File: config.mk
export PLATFORM = sky130hd
export DESIGN_NAME = sjc_ctrl
export DESIGN_NICKNAME = d
export VERILOG_FILES = /design/src/rtl/core/sjc_pkg.sv /design/src/rtl/core/sjc_ctrl.sv
export SDC_FILE = /design/constraint.sdc
export NUM_CORES = 1
export LEC_CHECK = 0
export ABC_AREA = 1
export BUFFER_PORTS_ARGS = -buffer_cell sky130_fd_sc_hd__buf_4
export CAP_MARGIN = 40
export CORE_AREA = 8 8 45 47
export CTS_BUF_LIST = sky130_fd_sc_hd__clkbuf_16
export DETAILED_ROUTE_END_ITERATION = 10
export DIE_AREA = 0 0 53 55
export PLACE_DENSITY = 0.65
export SYNTH_ARGS = -nofsm -noshare
export SYNTH_HDL_FRONTEND = slang
export SYNTH_SLANG_ARGS = --single-unit
File: constraint.sdc
create_clock -name clk -period 1.7 [get_ports clk]
set_input_delay 0.255 -clock clk [delete_from_list [all_inputs] [get_ports clk]]
set_output_delay 0.255 -clock clk [all_outputs]
set_load 0.01 [all_outputs]
File: src/rtl/core/sjc_pkg.sv
package sjc_pkg;

    localparam int TableCapacity = 4096;
    localparam int IndexBits     = $clog2(TableCapacity);
    localparam int UsedBits      = IndexBits + 1;
    localparam int PositionBits  = 32;
    localparam int ChromBits     = 16;
    localparam int ReadsBits     = 32;
    localparam int OpLenBits     = 28;
    localparam int EntryIdxBits  = 12;

    localparam logic [7:0] DefaultMinMapq = 8'd20;

    localparam logic [3:0] CIG_M  = 4'd0;
    localparam logic [3:0] CIG_D  = 4'd2;
    localparam logic [3:0] CIG_N  = 4'd3;
    localparam logic [3:0] CIG_EQ = 4'd7;
    localparam logic [3:0] CIG_X  = 4'd8;

    localparam logic OPER_INGEST  = 1'b0;
    localparam logic OPER_READOUT = 1'b1;

    typedef enum logic [2:0] {
        ST_NO_GAP    = 3'd0,
        ST_INSERTED  = 3'd1,
        ST_COUNTED   = 3'd2,
        ST_FULL      = 3'd3,
        ST_FILTERED  = 3'd4,
        ST_ENTRY     = 3'd5,
        ST_BAD_INDEX = 3'd6
    } status_t;

    typedef struct packed {
        logic [ChromBits-1:0]    chrom;
        logic [PositionBits-1:0] start;
        logic [PositionBits-1:0] stop;
        logic [ReadsBits-1:0]    reads;
    } entry_t;

    typedef enum logic [3:0] {
        OP_NONE,
        OP_DECODE,
        OP_SRD,
        OP_SCMP,
        OP_COUNT,
        OP_INS,
        OP_SHRD,
        OP_SHWR,
        OP_PUT,
        OP_RDDATA
    } dp_op_t;

    typedef enum logic [1:0] {
        K_FILTERED,
        K_NO_GAP,
        K_GAP,
        K_READOUT
    } dp_kind_t;

    typedef struct packed {
        logic   in_ready;
        dp_op_t op;
        logic   load_out;
    } dp_cmd_t;

    typedef struct packed {
        logic     in_valid;
        dp_kind_t kind;
        logic     idx_ok;
        logic     used_nz;
        logic     eq;
        logic     more;
        logic     full;
        logic     shift_more;
        logic     out_free;
    } dp_stat_t;

endpackage

File: src/rtl/core/sjc_ctrl.sv
module sjc_ctrl (
    input  logic              clk,
    input  logic              rst_n,
    input  sjc_pkg::dp_stat_t stat,
    output sjc_pkg::dp_cmd_t  cmd
);
    import sjc_pkg::*;

    typedef enum logic [3:0] {
        S_IDLE,
        S_DECODE,
        S_SRD,
        S_SCMP,
        S_COUNT,
        S_INS,
        S_SHIFT,
        S_SHWR,
        S_RDDATA,
        S_DONE
    } state_t;

    state_t state_reg;
    state_t state_next;

    always_comb
    begin
        state_next = state_reg;
        case (state_reg)
            S_IDLE:
            begin
                if (stat.in_valid)
                    state_next = S_DECODE;
            end
            S_DECODE:
            begin
                case (stat.kind)
                    K_READOUT: state_next = stat.idx_ok ? S_RDDATA : S_DONE;
                    K_GAP:     state_next = stat.used_nz ? S_SRD : S_INS;
                    default:   state_next = S_DONE;
                endcase
            end
            S_SRD:    state_next = S_SCMP;
            S_SCMP:
            begin
                if (stat.eq)
                    state_next = S_COUNT;
                else if (stat.more)
                    state_next = S_SRD;
                else
                    state_next = S_INS;
            end
            S_COUNT:  state_next = S_DONE;
            S_INS:    state_next = stat.full ? S_DONE : S_SHIFT;
            S_SHIFT:  state_next = stat.shift_more ? S_SHWR : S_DONE;
            S_SHWR:   state_next = S_SHIFT;
            S_RDDATA: state_next = S_DONE;
            S_DONE:
            begin
                if (stat.out_free)
                    state_next = S_IDLE;
            end
            default:  state_next = S_IDLE;
        endcase
    end

    always_ff @(posedge clk or negedge rst_n)
    begin
        if (!rst_n)
            state_reg <= S_IDLE;
        else
            state_reg <= state_next;
    end

    always_comb
    begin
        cmd          = '0;
        cmd.op       = OP_NONE;
        case (state_reg)
            S_IDLE:   cmd.in_ready = 1'b1;
            S_DECODE: cmd.op = OP_DECODE;
            S_SRD:    cmd.op = OP_SRD;
            S_SCMP:   cmd.op = OP_SCMP;
            S_COUNT:  cmd.op = OP_COUNT;
            S_INS:    cmd.op = OP_INS;
            S_SHIFT:  cmd.op = stat.shift_more ? OP_SHRD : OP_PUT;
            S_SHWR:   cmd.op = OP_SHWR;
            S_RDDATA: cmd.op = OP_RDDATA;
            S_DONE:   cmd.load_out = stat.out_free;
            default:  cmd.op = OP_NONE;
        endcase
    end
endmodule

# [Yosys cells after proc, flatten, opt, wreduce, memory -nomap -nowiden]
# Index checks and enable logic that the tools add are counted.
# W data, S select, Z words.
[totals] out_inout_bits=6 register_bits=4 word_cells=31
[op_classes] eq_ne=13 muxes=14 n_reduce_logical=3
[ops] cell="$pmux W4 S9" count=1
[ops] cell="$pmux W4 S8" count=1
[ops] cell="$mux W4" count=5
[ops] cell="$eq A4 B3 Y1 const B" count=4
[ops] cell="$mux W3" count=3
[ops] cell="$eq A4 B2 Y1 const B" count=2
[ops] cell="$eq A4 B4 Y1 const B" count=2
[ops] cell="$pmux W4 S2" count=1
[ops] cell="$eq A2 B2 Y1 const B" count=2
[ops] cell="$eq A4 B1 Y1 const B" count=1
[ops] cell="$logic_not A4 Y1" count=1
[ops] cell="$ne A2 B2 Y1 const B" count=2
[ops] cell="$mux W1" count=3
[ops] cell="$reduce_and A2 Y1" count=1
[ops] cell="$reduce_or A2 Y1" count=1

# [Longest topological paths before layout]
# Gate-level depths: netlist (run 1).
[logic_depth] ltp_word=3 depth_mapped=8 ltp_nobuf=7

# [Worst setup path after synthesis (run 1)]
# No wires, ideal clock.
[synth_path] kind="register to output" from="reg state_reg[1]" to="out cmd[0] in the netlist's numbering" stages_incl_launch_ff=5 t_required_ps=1445 arrival_ps=962 slack_ps=483 n_path_buf=1 path_cell_list="dfrtp_1 -> buf_6 -> clkinv_4 -> nand2_1 -> nor4_1"
[synth_lines] element="start: declaration" line_no="sjc_ctrl.sv:22" source="state_t state_reg;"
[synth_lines] element="start signal: assignment" line_no="sjc_ctrl.sv:71" source="state_reg <= state_next;"
[synth_lines] element="end: declaration" line_no="sjc_ctrl.sv:5" source="output sjc_pkg::dp_cmd_t cmd"

==> impl_metrics.json, run 1 <==
{
  "postPlaceCellArea_sq_um": 552,
  "gp_congestion": 0.800,
  "worstMarginPinSlew_ps": 362,
  "layout_commonest_cell": "buf_4",
  "yosysUniqueCellTypes": 21,
  "num_rows": 14,
  "seqPwrFrac": 0.188,
  "p_leak_nw": 0.338,
  "clockBufferDepth": 2,
  "viasPerCell": 4.75,
  "hpwl_um": 983,
  "fin_util": 0.461,
  "grt.overflow.total": 0,
  "clk_root_buffer_cell": "clkbuf_16",
  "period_share": 0.950,
  "vias": 485,
  "synth_area_leaders": "dfrtp_1, nand2_1, nor2_1",
  "hold_viol": 0,
  "synth.largest_area_cell": "dfrtp_1",
  "skew_ps": 4.28,
  "syn-instance-count": 66,
  "ant_nets": 0,
  "ys_ff_latch": 4,
  "syn-num-nets": 78,
  "finalSetupViolations": 0,
  "period_minus_slack_ps": 1610,
  "arrival_ps": 1360,
  "seq_area_frac_synth": 0.241,
  "p_int_mw": 0.667,
  "dieArea_sq_um": 2920,
  "initial_core_util": 0.300,
  "grt_max_degree": 9,
  "cp-start-kind": "flip-flop",
  "synth-simple-area-share": 0.428,
  "postLayoutCellArea_sq_um": 638,
  "grt_pass1_vias": 456,
  "clk_latency_ps": 230,
  "power.density_nw_per_um2": 1770,
  "crit_path_cell_trace": "inv_2 -> nand2_1 -> nor2_1 -> a21oi_1 -> inv_1 -> buf_4",
  "layout_common_cells": "buf_4, nand2_1, nor2_1",
  "muxShareOfSynthArea": 0,
  "antenna_found_initial": 0,
  "critPathSlowestCell": "dfrtp_1",
  "largest_register_ffs": 4,
  "avgSynthCellArea_sq_um": 6.29,
  "synthXorXnorAreaFrac": 0,
  "fmax_mhz": 619,
  "p_switching_mw": 0.464,
  "core_sq_um": 1380,
  "status": "complete, no violations",
  "grt_pass1_wl_um": 1840,
  "cts.sinks": 4,
  "drtIter0Drc": 9,
  "tns_ps": 0,
  "pwr-share-clk": 0.328,
  "synth_fa_ha_area_frac": 0,
  "diodes": 0,
  "die_w_um": 53,
  "critPathMaxFanout": 6,
  "synth_top_area_frac": 0.241,
  "wl_um": 1200,
  "path_clk_slew_ps": 30,
  "drv_slew": 0,
  "critPathKind": "reg2out",
  "synth-compound-area-share": 0.184,
  "first_pass_iters": 4,
  "peakVddDrop_mv": 1.15,
  "sw_frac_of_total": 0.410,
  "slew_headroom": 0.757,
  "syn_to_final_growth_pct": 53.6,
  "combPwrFrac": 0.484,
  "rsz0062_at_grt": "false",
  "ys_warn_count": 0,
  "io_pins": 18,
  "cts_buffers": 3,
  "cts_setup_buffers": 0,
  "fin_nets": 100,
  "numPortBuffers": 17,
  "die_y_um": 55,
  "synth_top_family_by_area": "simple AND/OR/NAND/NOR gates",
  "layout-drive-gt1-share": 0.372,
  "max_stage_delay_ps": 460,
  "holdCritPathClass": "in2reg",
  "post-route-drc-count": 0,
  "worstPathRequired_ps": 1440,
  "wl_per_cell_um": 11.7,
  "htreeDepth": 1,
  "drv_cap": 0,
  "grt.total_usage": 0.0859,
  "syn_area_sq_um": 415,
  "cts_tree": "yes",
  "cp-end-kind": "primary output"
}
-- worst max-delay path: cells and delay by family, from the launching register on --
family                 cells  cell delay [ps]
AO/OA/AOI/OAI              1              210
buffers and inverters      3              300
AND/OR/NAND/NOR            2              170
flip-flops                 1              460
-- repair_timing --
action                                 CTS  global route
gates resized for setup                  0             1
endpoints found under the hold margin    4             0
hold buffers                             1             0
setup endpoints to repair                0             1
-- routing by layer --
| metal | track usage | wire length (um) | vias to the layer above |
|---|---|---|---|
| met5 | 0 | 0 | - |
| met4 | 0.0517 | 21 | 0 |
| met3 | 0.0321 | 108 | 2 |
| met2 | 0.145 | 578 | 17 |
| met1 | 0.0901 | 486 | 204 |
| li1 | - | - | 262 |
-- worst paths after layout --
check	from	to	slack, ps	cells past startpoint
setup reg to reg	state_reg[1]	state_reg[2]	490	5
hold / removal	stat[5]	state_reg[1]	310	3
hold reg to reg	state_reg[3]	state_reg[0]	690	2
max in group asynchronous	rst_n	state_reg[1]	1230	2
setup / recovery	state_reg[3]	cmd[4]	90	6
min in group asynchronous	rst_n	state_reg[1]	360	2
-- cells in the mapped netlist --
cell type,number
inv_1,7
o211ai_1,3
nand3_2,1
nor4_1,1
dfrtp_1,4
o31ai_1,1
nand3_1,4
inv_2,4
nand4_1,1
a21oi_1,3
nor2_2,3
nand2_1,12
nand4_2,1
o21ai_0,2
a31oi_1,1
buf_6,1
nand2_2,1
nor2_1,10
nor3_1,3
clkinv_4,1
o21bai_1,2
-- cells by family (layout without fill, tap and decap cells) --
kind of cell | count (synthesis) | after routing
AND/OR/NAND/NOR | 37 | 37
buffers and inverters | 13 | 33
AO/OA/AOI/OAI | 12 | 12
flip-flops | 4 | 4
-- area by class of cell --
cell class | instances | area, sq um
fillers | 141 | 746
multi-input cells | 49 | 254
repair buffers | 18 | 138
flip-flops and latches | 4 | 101
clock buffers | 3 | 75.1
inverters | 12 | 50.0
well taps | 16 | 20.0
-- power groups by stage --
stage          clock network, mW  registers, mW  logic [mW]
2_1_floorplan                  0          0.181       0.392
3_3_place_gp                   0          0.209       0.547
3_5_place_dp                   0          0.211       0.552
4_1_cts                    0.377          0.210       0.556
5_1_grt                    0.384          0.221       0.611
6_report                   0.371          0.213       0.547
-- metrics by stage --
step	hold WS, ps	std cells	power (mW)	worst slack [ps]
2_1_floorplan	-40.6	66	0.574	483
3_3_place_gp	51.9	98	0.755	294
3_5_place_dp	53.0	98	0.763	286
4_1_cts	308	102	1.14	40.7
5_1_grt	318	102	1.22	8.01
6_report	307	102	1.13	85.4
(Power assumes the default switching activity.)
==> run 2, diff against run 1 <==
- PLACE_DENSITY: 0.65 -> unset
- PLACE_DENSITY_LB_ADDON: unset -> 0.15
- clock period: 1.7 -> 2.07 ns (I/O delays scaled with it)
==> impl_metrics.json, run 2 (synthesis gave the netlist of run 1 again) <==
{
  "status": "complete, no violations",
  "cts_tree": "yes",
  "fin_nets": 100,
  "cts_setup_buffers": 0,
  "gp_congestion": 0.841,
  "worstPathRequired_ps": 1760,
  "finalWorstSetupSlack_ps": 333,
  "cts.sinks": 4,
  "holdCritPathClass": "in2reg",
  "rsz0062_at_grt": "false",
  "htreeDepth": 1,
  "dieArea_sq_um": 2920,
  "num_rows": 14,
  "syn_to_final_growth_pct": 53.3,
  "grt_max_degree": 9,
  "period_share": 0.839,
  "pre_cts_slack_ps": 577,
  "drv_cap": 0,
  "layout-drive-gt1-share": 0.360,
  "p_leak_nw": 0.340,
  "fmax_mhz": 576,
  "hpwl_um": 1010,
  "viasPerCell": 4.85,
  "grt.total_usage": 0.0875,
  "io_pins": 18,
  "die_y_um": 55,
  "critPathKind": "reg2out",
  "cp-start-kind": "flip-flop",
  "first_pass_iters": 4,
  "layout_common_cells": "buf_4, nand2_1, nor2_1",
  "power.density_nw_per_um2": 1440,
  "numPortBuffers": 17,
  "clk_root_buffer_cell": "clkbuf_16",
  "skew_ps": 2.25,
  "clk_latency_ps": 220,
  "initial_core_util": 0.300,
  "vias": 495,
  "ant_nets": 0,
  "fin_util": 0.460,
  "core_sq_um": 1380,
  "postPlaceCellArea_sq_um": 552,
  "hold_viol": 0,
  "path_clk_slew_ps": 30,
  "cp-end-kind": "primary output",
  "peakVddDrop_mv": 0.504,
  "grt.overflow.total": 0,
  "period_minus_slack_ps": 1740,
  "grt_pass1_wl_um": 1990,
  "cts_buffers": 3,
  "post-route-drc-count": 0,
  "antenna_found_initial": 0,
  "power_mw": 0.918,
  "wl_per_cell_um": 11.4,
  "diodes": 0,
  "arrival_ps": 1430,
  "grt_pass1_vias": 511,
  "drv_slew": 0,
  "largest_register_ffs": 4,
  "drtIter0Drc": 15,
  "finalSetupViolations": 0,
  "postLayoutCellArea_sq_um": 637,
  "critPathMaxFanout": 8,
  "worstMarginPinSlew_ps": 342,
  "die_w_um": 53,
  "tns_ps": 0,
  "wl_um": 1160,
  "layout_commonest_cell": "buf_4",
  "slew_headroom": 0.772,
  "clockBufferDepth": 2
}
run 2: power breakdown:
group,total (mW),switching (mW),internal [mW],leakage [nW]
clock network,0.297,0.0501,0.246,0.0370
logic,0.448,0.260,0.188,0.252
registers,0.173,0.0615,0.112,0.0509
total,0.918,0.372,0.546,0.340
run 2: final cells by class:
type / count / area [sq um]
tap: 16 / 20.0
clock buffer: 3 / 75.1
inverter: 12 / 50.0
multi-input combinational: 49 / 254
fill: 144 / 747
sequential: 4 / 100
timing repair buffer: 18 / 138
run 2: timing repair:
action | 4_1_cts | 5_1_grt
endpoints found under the hold margin | 4 | 0
gates resized for setup | 0 | 0
hold buffers | 1 | 0
run 2: path summary, 6_finish.rpt:
kind                       slack (ps)           end         start  depth (start not counted)
setup / recovery                  330        cmd[4]  state_reg[1]                          6
hold / removal                    380  state_reg[1]       stat[5]                          3
setup reg to reg                  810  state_reg[3]  state_reg[1]                          5
hold reg to reg                   690  state_reg[0]  state_reg[3]                          2
max in group asynchronous        1550  state_reg[1]         rst_n                          2
min in group asynchronous         420  state_reg[2]         rst_n                          2
run 2: metrics by stage:
stage          hold slack (ps)  instances
2_1_floorplan             14.9         66
3_3_place_gp               109         98
3_5_place_dp               109         98
4_1_cts                    386        102
5_1_grt                    392        102
6_report                   377        102
run 2: metal layers:
metal / share of wire / track usage / up-vias
met2: 0.52 / 0.156 / 14
met3: 0.072 / 0.0214 / 0
met1: 0.41 / 0.0959 / 219
met4: 0 / 0.0388 / 0
li1: - / - / 262
met5: 0 / 0 / -
run 2: worst max-delay path, cell delays in order (launching register included):
cell and delay [ps]:
dfrtp_1 530, clkinv_4 100, nand2_1 110, nor3_1 60, a21oi_1 190, inv_1 60, buf_4 140
